`config.mk`:
```
export PLATFORM = sky130hd
export DESIGN_NAME = multibyte_add_sub_rotate_alu
export DESIGN_NICKNAME = d
export VERILOG_FILES = /design/src/hdl/mbalu_pkg.sv /design/src/hdl/mbalu_core.sv /design/src/hdl/multibyte_add_sub_rotate_alu.sv
export SDC_FILE = /design/constraint.sdc
export NUM_CORES = 1
export LEC_CHECK = 0
export ABC_CLOCK_PERIOD_IN_PS = 4400
export BUFFER_PORTS_ARGS = -buffer_cell sky130_fd_sc_hd__buf_4
export CAP_MARGIN = 20
export CORE_ASPECT_RATIO = 1.25
export CORE_MARGIN = 2
export CORE_UTILIZATION = 50
export CTS_CLUSTER_DIAMETER = 60
export CTS_CLUSTER_SIZE = 16
export DETAILED_ROUTE_END_ITERATION = 10
export MAX_ROUTING_LAYER = met4
export PLACE_DENSITY = 0.82
export SYNTH_ARGS = -nofsm -noshare
export SYNTH_HDL_FRONTEND = slang
export SYNTH_SLANG_ARGS = --single-unit
```
`constraint.sdc`:
```
create_clock -name clk -period 4.4 [get_ports clk]
set_input_delay 0.88 -clock clk [delete_from_list [all_inputs] [get_ports clk]]
set_output_delay 0.88 -clock clk [all_outputs]
set_load 0.005 [all_outputs]
```
`src/hdl/mbalu_pkg.sv`:
```
// ----------------------------------------------------------------------------
// mbalu_pkg: shared types and constants of the multibyte ALU
// Beat payload structs, function codes and datapath width constants.
// ----------------------------------------------------------------------------
package mbalu_pkg;

	// datapath width in bytes (1..8); port fields stay 64 bits wide
	localparam int WIDTH_BYTES = 8;
	localparam int VBITS       = WIDTH_BYTES * 8;
	localparam int DATA_W      = 64;
	localparam int FUNC_W      = 2;

	// function codes
	localparam logic [FUNC_W-1:0] FUNC_ADC = 2'd0;  // add with carry
	localparam logic [FUNC_W-1:0] FUNC_SBC = 2'd1;  // subtract with borrow
	localparam logic [FUNC_W-1:0] FUNC_RCR = 2'd2;  // rotate right through carry
	localparam logic [FUNC_W-1:0] FUNC_RCL = 2'd3;  // rotate left through carry

	// most negative value, used as the signed sentinel
	localparam logic [VBITS-1:0] SENTINEL = {1'b1, {(VBITS-1){1'b0}}};

	typedef struct packed {
		logic [FUNC_W-1:0] func;
		logic [DATA_W-1:0] operand_a;
		logic [DATA_W-1:0] operand_b;
	} in_beat_t;

	typedef struct packed {
		logic [DATA_W-1:0] result_value;
		logic              carry_out;
		logic              special;
		logic              negative_fill;
	} out_beat_t;

endpackage

```
`src/hdl/mbalu_core.sv`:
```
// ----------------------------------------------------------------------------
// mbalu_core: single-pass ALU datapath
// Add/subtract with carry, rotates through carry, signed sentinel handling.
// ----------------------------------------------------------------------------
module mbalu_core import mbalu_pkg::*; (
	input  in_beat_t  item,
	input  logic      carry_in,
	input  logic      signed_mode,
	output out_beat_t result
);

	logic [VBITS-1:0] a;
	logic [VBITS-1:0] b;
	logic [VBITS:0]   sum;
	logic [VBITS:0]   diff;
	logic [VBITS-1:0] res;
	logic             cout;
	logic             spec;
	logic             neg;
	logic             ovf;
	logic             arith;

	assign a = item.operand_a[VBITS-1:0];
	assign b = item.operand_b[VBITS-1:0];

	// one wide adder and one wide subtractor, carry in at the bottom
	assign sum  = {1'b0, a} + {1'b0, b} + {{VBITS{1'b0}}, carry_in};
	assign diff = {1'b0, a} - {1'b0, b} - {{VBITS{1'b0}}, carry_in};

	// function select
	always_comb begin
		res   = '0;
		cout  = 1'b0;
		ovf   = 1'b0;
		arith = 1'b0;
		case (item.func)
			FUNC_ADC: begin
				res   = sum[VBITS-1:0];
				cout  = sum[VBITS];
				ovf   = (a[VBITS-1] ~^ b[VBITS-1]) & (a[VBITS-1] ^ res[VBITS-1]);
				arith = 1'b1;
			end
			FUNC_SBC: begin
				res   = diff[VBITS-1:0];
				cout  = diff[VBITS];  // borrow out
				ovf   = (a[VBITS-1] ^ b[VBITS-1]) & (a[VBITS-1] ^ res[VBITS-1]);
				arith = 1'b1;
			end
			FUNC_RCR: begin
				res  = {carry_in, a[VBITS-1:1]};
				cout = a[0];
			end
			FUNC_RCL: begin
				res  = {a[VBITS-2:0], carry_in};
				cout = a[VBITS-1];
			end
			default: begin
				res  = '0;
				cout = 1'b0;
			end
		endcase
	end

	// flags and signed sentinel substitution
	always_comb begin
		result.result_value  = DATA_W'(res);
		result.carry_out     = cout;
		spec                 = 1'b0;
		neg                  = 1'b0;
		if (arith) begin
			if (signed_mode) begin
				result.carry_out = 1'b0;
				if (a == SENTINEL || b == SENTINEL || ovf) begin
					result.result_value = DATA_W'(SENTINEL);
					spec = 1'b1;
					neg  = 1'b1;
				end else if (res == '0) begin
					spec = 1'b1;
				end else begin
					neg = res[VBITS-1];
				end
			end else begin
				spec = (res == '0);
			end
		end
		result.special       = spec;
		result.negative_fill = neg;
	end

endmodule

```
`src/hdl/multibyte_add_sub_rotate_alu.sv`:
```
// ----------------------------------------------------------------------------
// multibyte_add_sub_rotate_alu: multibyte ALU with one carry flag
// Input register, single-pass datapath, result register; carry kept in a flop.
// ----------------------------------------------------------------------------
//  channel | direction | handshake              | payload
//  in      | input     | in_valid / in_ready    | in_beat  (in_beat_t)
//  out     | output    | out_valid / out_ready  | out_beat (out_beat_t)
//  cfg     | input     | cfg_valid / cfg_ready  | cfg_data (signed_mode)
//
// One beat per cycle sustained while the output is not stalled; out_valid rises once
// an accepted beat has passed the input register, then the result register.
// The carry flag updates as a beat moves into the result register, so the
// next beat in the input register always sees the carry of the one before.
// Reset clears valids, carry flag and signed_mode; cfg_ready is always high.
// A stalled output holds both stages; in_ready drops only when both are full.
module multibyte_add_sub_rotate_alu import mbalu_pkg::*; (
	input  logic      clk,
	input  logic      arst_n,
	input  logic      in_valid,
	output logic      in_ready,
	input  in_beat_t  in_beat,
	output logic      out_valid,
	input  logic      out_ready,
	output out_beat_t out_beat,
	input  logic      cfg_valid,
	output logic      cfg_ready,
	input  logic      cfg_data
);

	in_beat_t  item_s1;
	logic      valid_s1;
	out_beat_t result_s2;
	logic      valid_s2;
	logic      carry_q;
	logic      signed_mode_q;
	out_beat_t core_result;
	logic      s2_free;
	logic      s1_move;

	assign s2_free  = !valid_s2 || out_ready;
	assign s1_move  = valid_s1 && s2_free;
	assign in_ready = !valid_s1 || s2_free;

	assign cfg_ready = 1'b1;

	// configuration register
	always_ff @(posedge clk or negedge arst_n) begin
		if (!arst_n) begin
			signed_mode_q <= 1'b0;
		end else if (cfg_valid && cfg_ready) begin
			signed_mode_q <= cfg_data;
		end
	end

	// input stage
	always_ff @(posedge clk or negedge arst_n) begin
		if (!arst_n) begin
			valid_s1 <= 1'b0;
		end else if (in_ready) begin
			valid_s1 <= in_valid;
		end
	end

	always_ff @(posedge clk) begin
		if (in_valid && in_ready) begin
			item_s1 <= in_beat;
		end
	end

	mbalu_core u_core (
		.item        (item_s1),
		.carry_in    (carry_q),
		.signed_mode (signed_mode_q),
		.result      (core_result)
	);

	// result stage and carry flag
	always_ff @(posedge clk or negedge arst_n) begin
		if (!arst_n) begin
			valid_s2 <= 1'b0;
			carry_q  <= 1'b0;
		end else begin
			if (s2_free) begin
				valid_s2 <= valid_s1;
			end
			if (s1_move) begin
				carry_q <= core_result.carry_out;
			end
		end
	end

	always_ff @(posedge clk) begin
		if (s1_move) begin
			result_s2 <= core_result;
		end
	end

	assign out_valid = valid_s2;
	assign out_beat  = result_s2;

`ifndef NO_ASSERTIONS
	// carry flag tracks the carry of the beat just moved to the result stage
	a_carry_track: assert property (@(posedge clk) disable iff (!arst_n)
		s1_move |=> carry_q == out_beat.carry_out)
		else $error("carry flag does not match delivered carry");

	// a held input beat waits while the result stage is blocked
	a_s1_hold: assert property (@(posedge clk) disable iff (!arst_n)
		valid_s1 && !s2_free |=> valid_s1 && $stable(item_s1))
		else $error("input stage lost a beat during stall");

	// negative_fill comes only from signed arithmetic, which clears carry
	a_neg_no_carry: assert property (@(posedge clk) disable iff (!arst_n)
		out_valid && out_beat.negative_fill |-> !out_beat.carry_out)
		else $error("negative result with carry set");

	// special with negative means the sentinel
	a_sentinel: assert property (@(posedge clk) disable iff (!arst_n)
		out_valid && out_beat.special && out_beat.negative_fill
		|-> out_beat.result_value == DATA_W'(SENTINEL))
		else $error("special negative result is not the sentinel");
`endif

endmodule

```
==> impl_results.md, run 1 <==
- Status: complete, but fails checks
- Failing checks: setup timing
- Fin area: 27200 um2
- H-tree levels: 1
- Area grow syn2layout: 49.2%
- Starting density of the core: between 50% and 60%
- Clock tree buffer depth: 3
- Synth Area per Inst: 8.71 um2
- Worst setup EP type: flop
- Synth top area share: 32.5%
- Worst-Margin Slew: between 1000 and 1500 ps
- First-iteration detailed-routing DRC count: roughly 2400
- Vias in the first global route: approximately 22000
- Setup crit start kind: flop
- Most frequent cells in the layout: 928 x buf_4, 202 x inv_1, 197 x edfxtp_1, 183 x a21oi_1, 177 x ha_1
- Largest cells by area after synthesis: edfxtp_1 32%, ha_1 13%, a21oi_1 5.6%, inv_1 4.3%, nor2_1 3.7%
- CTS tree: built
- CTS Sinks: 201
- Ys async rst share: approximately 2%
- # hold bufs at CTS: 0
- Synth Register Bits: 201
- GRT Total Usage: 49.3%
- Number of remaining DRC errors: 0
- Power per cell area: approximately 330 nW/um2
- Synthesis Warnings: 0
- Clk_lat worst skew: between 500 and 600 ps
- Storage cell area: 6020 um2
- Synth Flop Type: edfxtp_1
- Full die area: between 30000 and 40000 um2
- Finish-stage setup viols: 8
- Die W: 175 um
- First-pass GRT wire length: roughly 130 mm
- Minimum clock period: 5000 ps
- Pin count of the biggest net entering global routing: 65
- Die height: 217 um
- Boundary Pins: 206
- Sum of net half-perimeters after detailed placement: roughly 76 mm
- Slew headroom: between 10% and 20%
- PnR worst setup slack: -600 ps
- Hold crit path type: in -> async
- Placed cells: 3406
- Leakage Power: roughly 12 nW
- Final net count: between 3000 and 4000
- Via density: ~6.3
- Antenna violations before repair: 4
- # rows: between 70 and 80
- Synth Net Count: ~2400
- Reg2Reg Depth: 19
- Ratio of final minimum period to clock period: 114%
- Final Slew Violations: 0
- Area leader, netlist: edfxtp_1
- Placer Congestion: 1.13
- Multi-input gate area: ~12000 um2
- Sequential share of the synthesized area: roughly a third
- Critical path arrival: about 5400 ps
- Total power: ~0.0089 W
- Core Region: approximately 36000 um2
- Root Buffer Master: clkbuf_16
- Routed Antenna Nets: 0
- Final hold vios: 0
- Cell Count, Final, Fillers Out: 3474
- Via count: approximately 22000
- Dpl ws: -1690 ps
- Setup TNS: -1420 ps
- DRT Wirelength: between 90 and 100 mm
- Commonest non-fill, non-tap cell in the layout: buf_4
- Drt first pass iters: 8
- Crit path max fanout: 3
- Input/output buffers: between 200 and 250
- # fillers: around 2700
- Distinct cells, synth: just over 100
- Share of layout cells above drive strength 1: roughly two fifths
- Wirelength per Cell: ~27 um
- Worst Skew: slightly below 30 ps
- TritonCTS Buffers: 19
- DP Area: 25500 um2
- Clock slew at reported path FFs: 70 ps
- Global route overflow: 0
- Mapped Area: 18200 um2
- Max-cap violations: 0
- Number of flops mapped to enable cells by yosys: ~200
- RSZ-0062 raised after global routing: true
- Maximum VDD drop: around 0.44 mV
- Kind of critical path: reg -> reg
- Critical Path RT: between 4000 and 5000 ps
- Fmax achieved: around 200 MHz
- Syn Inst Count: approximately 2100
area by class of cell:
| type | count | area share (%) |
|---|---|---|
| timing repair buffer | 949 | 26.7 |
| clock inverter | 9 | 0.377 |
| antenna | 5 | 0.0460 |
| clock buffer | 21 | 1.78 |
| sequential | 201 | 22.1 |
| multi-input combinational | 1600 | 43.9 |
| tap | 480 | 2.21 |
| inverter | 209 | 2.89 |
report_power, final:
part	internal, W	total, W	switching, W
Combinational	0.00219	0.00477	0.00258
Clock	0.000868	0.00167	0.000800
Sequential	0.00234	0.00246	0.000116
repair_timing:
item                       in CTS  in global routing
resized for setup              80                 96
setup endpoints to repair      68                 66
pin swaps                      37                 48
setup buffers                  24                 14
path summary, 6_finish.rpt:
check / start / endpoint / slack (ps)
max in group asynchronous: arst_n / valid_s1 / 4170
hold / removal: arst_n / carry_q / 120
min in group clk: in_beat[118] / item_s1[118] / 500
hold reg to reg: valid_s1 / out_valid / 500
setup / recovery: carry_q / out_beat[1] / -600
setup reg to reg: carry_q / out_beat[1] / -600
worst max-delay path: stages (launching register included):
cell and delay, ps:
dfrtp_1 370, inv_2 50, fa_2 600, inv_2 50, ha_4 150, or2_4 230
fa_2 380, nand2b_4 170, a21oi_4 160, a211oi_2 100, o31a_1 290, nand2b_4 160
a21bo_4 230, a21oi_4 200, xnor2_2 90, mux4_2 480, nand3b_1 300, or4b_4 550
nor3_4 130, a41o_1 170
metal layers:
layer  up-vias  routed length (um)  track usage, %
met5         -                   0               -
met4         0               12900            52.8
met3       700                8280            9.52
met2      1615               43600            80.3
met1     10068               29300            47.3
li1       9562                   -               -
sequential cells by signal, indices dropped and copies added, names as in the netlist:
name and count:
valid_s1 1, out_valid 1, item_s1 130, out_beat 67, carry_q 1, signed_mode_q 1
cell families after synthesis:
group	count (synthesis)	synth area share, %
AOI/OAI and AO/OA	619	22.4
xor gates and xnor gates	87	4.18
adders and majority gates	193	13.4
buffers and inverters	291	6.12
DFF	201	33.0
muxes	35	2.63
other	1	0.0206
and+or+nand+nor	665	18.3
per-stage QoR:
stage                     util [%]  hold WS, ps
final                         75.3          116
after global routing          75.3          121
after CTS                     73.6          116
after detailed placement      70.7          475
after global placement        70.7          455
after floorplan                  -          449
cells in the mapped netlist, types with 5 or more instances:
cell	count
o211ai_1	21
and3_1	16
nor3_1	29
clkbuf_1	61
a21o_1	27
o2111ai_1	5
nand3_1	50
o311ai_0	5
xnor2_1	66
or3_1	12
nand2b_1	19
ha_1	189
edfxtp_1	197
nand2_1	158
o22ai_1	12
nand4_1	45
a31oi_1	22
nor4_1	69
o21a_1	20
o21bai_1	10
xor2_1	21
and4_1	7
and2_1	10
o21ai_1	6
o31ai_1	35
a211oi_1	24
a2111oi_0	7
o21ai_0	112
nor2_1	178
a221oi_1	11
inv_1	209
a22oi_1	9
mux2i_1	22
buf_1	10
a211o_1	5
o221a_2	7
nor2b_1	36
or2_2	6
a41oi_1	5
buf_2	8
a21oi_1	204
o31a_1	11
o221ai_1	11
mux4_2	10
or4_1	6
Power figures use the tool's default switching activity.
==> run 2: changes to the inputs <==
CTS_BUF_LIST = sky130_fd_sc_hd__clkbuf_4 sky130_fd_sc_hd__clkbuf_8   (was unset)
==> impl_results.md, run 2 (synthesis results as in run 1) <==
- CP dominant cell by count: buf_4
- # fillers: 2806
- Worst setup path endpoint: out_beat[1]
- Minimum clock period: ~5100 ps
- Sum of net half-perimeters after detailed placement: 76.1 mm
- Final net count: between 3000 and 4000
- Clock slew at reported path FFs: roughly 110 ps
- Starting density of the core: between 50% and 60%
- Slew headroom: between 10% and 20%
- Critical Path RT: 4900 ps
- Reg2Reg Depth: 18
- Wirelength per Cell: around 27 um
- Kind of critical path: reg -> reg
- Pin count of the biggest net entering global routing: between 60 and 70
- Routed Antenna Nets: 0
- Via count: 21798
- Full die area: about 38000 um2
- CP max stage cell: o311ai_0
- First-pass GRT wire length: around 130 mm
- Max reg flops: 130
- Hold crit path type: in -> async
- Setup crit start kind: flop
- GRT Total Usage: approximately half
- Root Buffer Master: clkbuf_8
- RR Endpoint: out_beat[1]
- Number of remaining DRC errors: 0
- Critical path arrival: around 5600 ps
- Final Slew Violations: 0
- Fmax achieved: between 150 and 200 MHz
- Most frequent cells in the layout: 924 x buf_4, 205 x inv_1, 197 x edfxtp_1, 189 x a21oi_1, 185 x ha_1
- Die W: between 150 and 200 um
- Commonest non-fill, non-tap cell in the layout: buf_4
- Worst-Margin Slew: between 1000 and 1500 ps
- Hold Slack: 30.1 ps
- Share of layout cells above drive strength 1: 37.2%
- # rows: 78
- Fin area: about 27000 um2
- Area grow syn2layout: 46.2%
- Input/output buffers: between 200 and 250
- Maximum VDD drop: 0.363 mV
- Drt first pass iters: 8
- Max-cap violations: 0
- DRT Wirelength: 93.2 mm
- Multi-input gate area: between 10000 and 15000 um2
- Crit-path max cell delay: 780 ps
- Setup TNS: -1670 ps
- Status: complete, but fails checks
- CP startpoint: item_s1[11]
- RSZ-0062 raised after global routing: true
- Ratio of final minimum period to clock period: 115%
- Worst Skew: 62.9 ps
- FF-to-FF Start: item_s1[11]
- Dpl ws: -1690 ps
- Via density: ~6.3
- CTS tree: built
- R2R setup slack: -650 ps
- Global route overflow: 0
- Placer Congestion: 1.13
- Storage cell area: ~6000 um2
- Crit path cell chain: ha_1 -> inv_1 -> buf_4 -> a21oi_1 -> o31ai_1 -> buf_4 -> o311ai_0 -> buf_4 -> mux2i_1 -> buf_4 -> a211oi_2 -> o2111ai_1 -> nor4_2 -> and4_2 -> and4_1 -> nand4_1 -> nor3_4 -> a41o_1
- First-iteration detailed-routing DRC count: 2256
- H-tree levels: 1
- Top cell family by delay on the critical path: compound AO/OA/AOI/OAI gates
- Finish-stage setup viols: 10
- DP Area: 25500 um2
- Die height: 217 um
- Power per cell area: approximately 310 nW/um2
- Boundary Pins: slightly above 200
- Antenna violations before repair: 3
- Final hold vios: 0
- Core Region: 36100 um2
- Worst path depth: 18
- CP Buf/Inv Count: 5
- Leakage Power: 11.9 nW
- Biggest register: item_s1
- Clk_lat worst skew: between 600 and 700 ps
- Failing checks: setup timing
- TritonCTS Buffers: 19
- Worst setup EP type: flop
- PnR worst setup slack: -650 ps
- Clock tree buffer depth: 3
- Vias in the first global route: ~22000
- Crit path max fanout: 3
- CTS Sinks: around 200
==> run 2: cell types whose count changed in the layout (fill, tap and decap cells not counted), moves of 4 or more <==
cell	previous run	this run
buf_4	928	924
a21oi_1	183	189
ha_4	10	3
clkbuf_8	0	19
ha_1	177	185
a21oi_2	17	12
buf_6	12	8
clkbuf_16	19	0
==> run 2: what timing repair did <==
item | 4_1_cts | 5_1_grt
buffers inserted | 22 | 7
gates cloned | 0 | 0
hold buffers | 0 | 0
pin swaps | 37 | 27
resized for setup | 87 | 38
endpoints found under the setup margin | 68 | 66
==> run 2: area by class of cell <==
cell class	instances	area share [%]
tap	480	2.25
sequential	201	22.6
timing repair buffer	941	27.0
antenna	3	0.0282
clock buffer	21	1.04
clock inverter	9	0.380
inverter	209	2.94
multi-input combinational	1600	43.8
==> run 2: per-stage QoR <==
step / util [%] / instances / total power (W)
global route: 73.8 / 3464 / 0.00865
finish: 73.8 / 3464 / 0.00837
detailed placement: 70.7 / 3406 / 0.00673
floorplan: - / 2092 / 0.00441
global placement: 70.7 / 3406 / 0.00668
CTS: 73.1 / 3453 / 0.00813
==> run 2: routing by layer <==
layer  up-vias  routed length [um]  GRT usage, %
li1       9540                   -             -
met1     10075               29300          47.1
met2      1555               43400          79.9
met3       628                7830          9.21
met4         0               12700          53.2
met5         -                   0             -
==> run 2: worst min path at each step <==
stage                  start   endpoint  slack (ps)  cells past startpoint
detailed placement  valid_s1  out_valid         470                      1
global placement    valid_s1  out_valid         460                      1
CTS                   arst_n    carry_q          10                      1
finish                arst_n    carry_q          30                      1
global route          arst_n  out_valid          30                      1
floorplan           valid_s1  out_valid         450                      1
==> run 2: report_power, final <==
part	internal, W	switching (W)
registers	0.00234	0.000115
logic	0.00214	0.00253
clock network	0.000502	0.000744
total	0.00498	0.00339
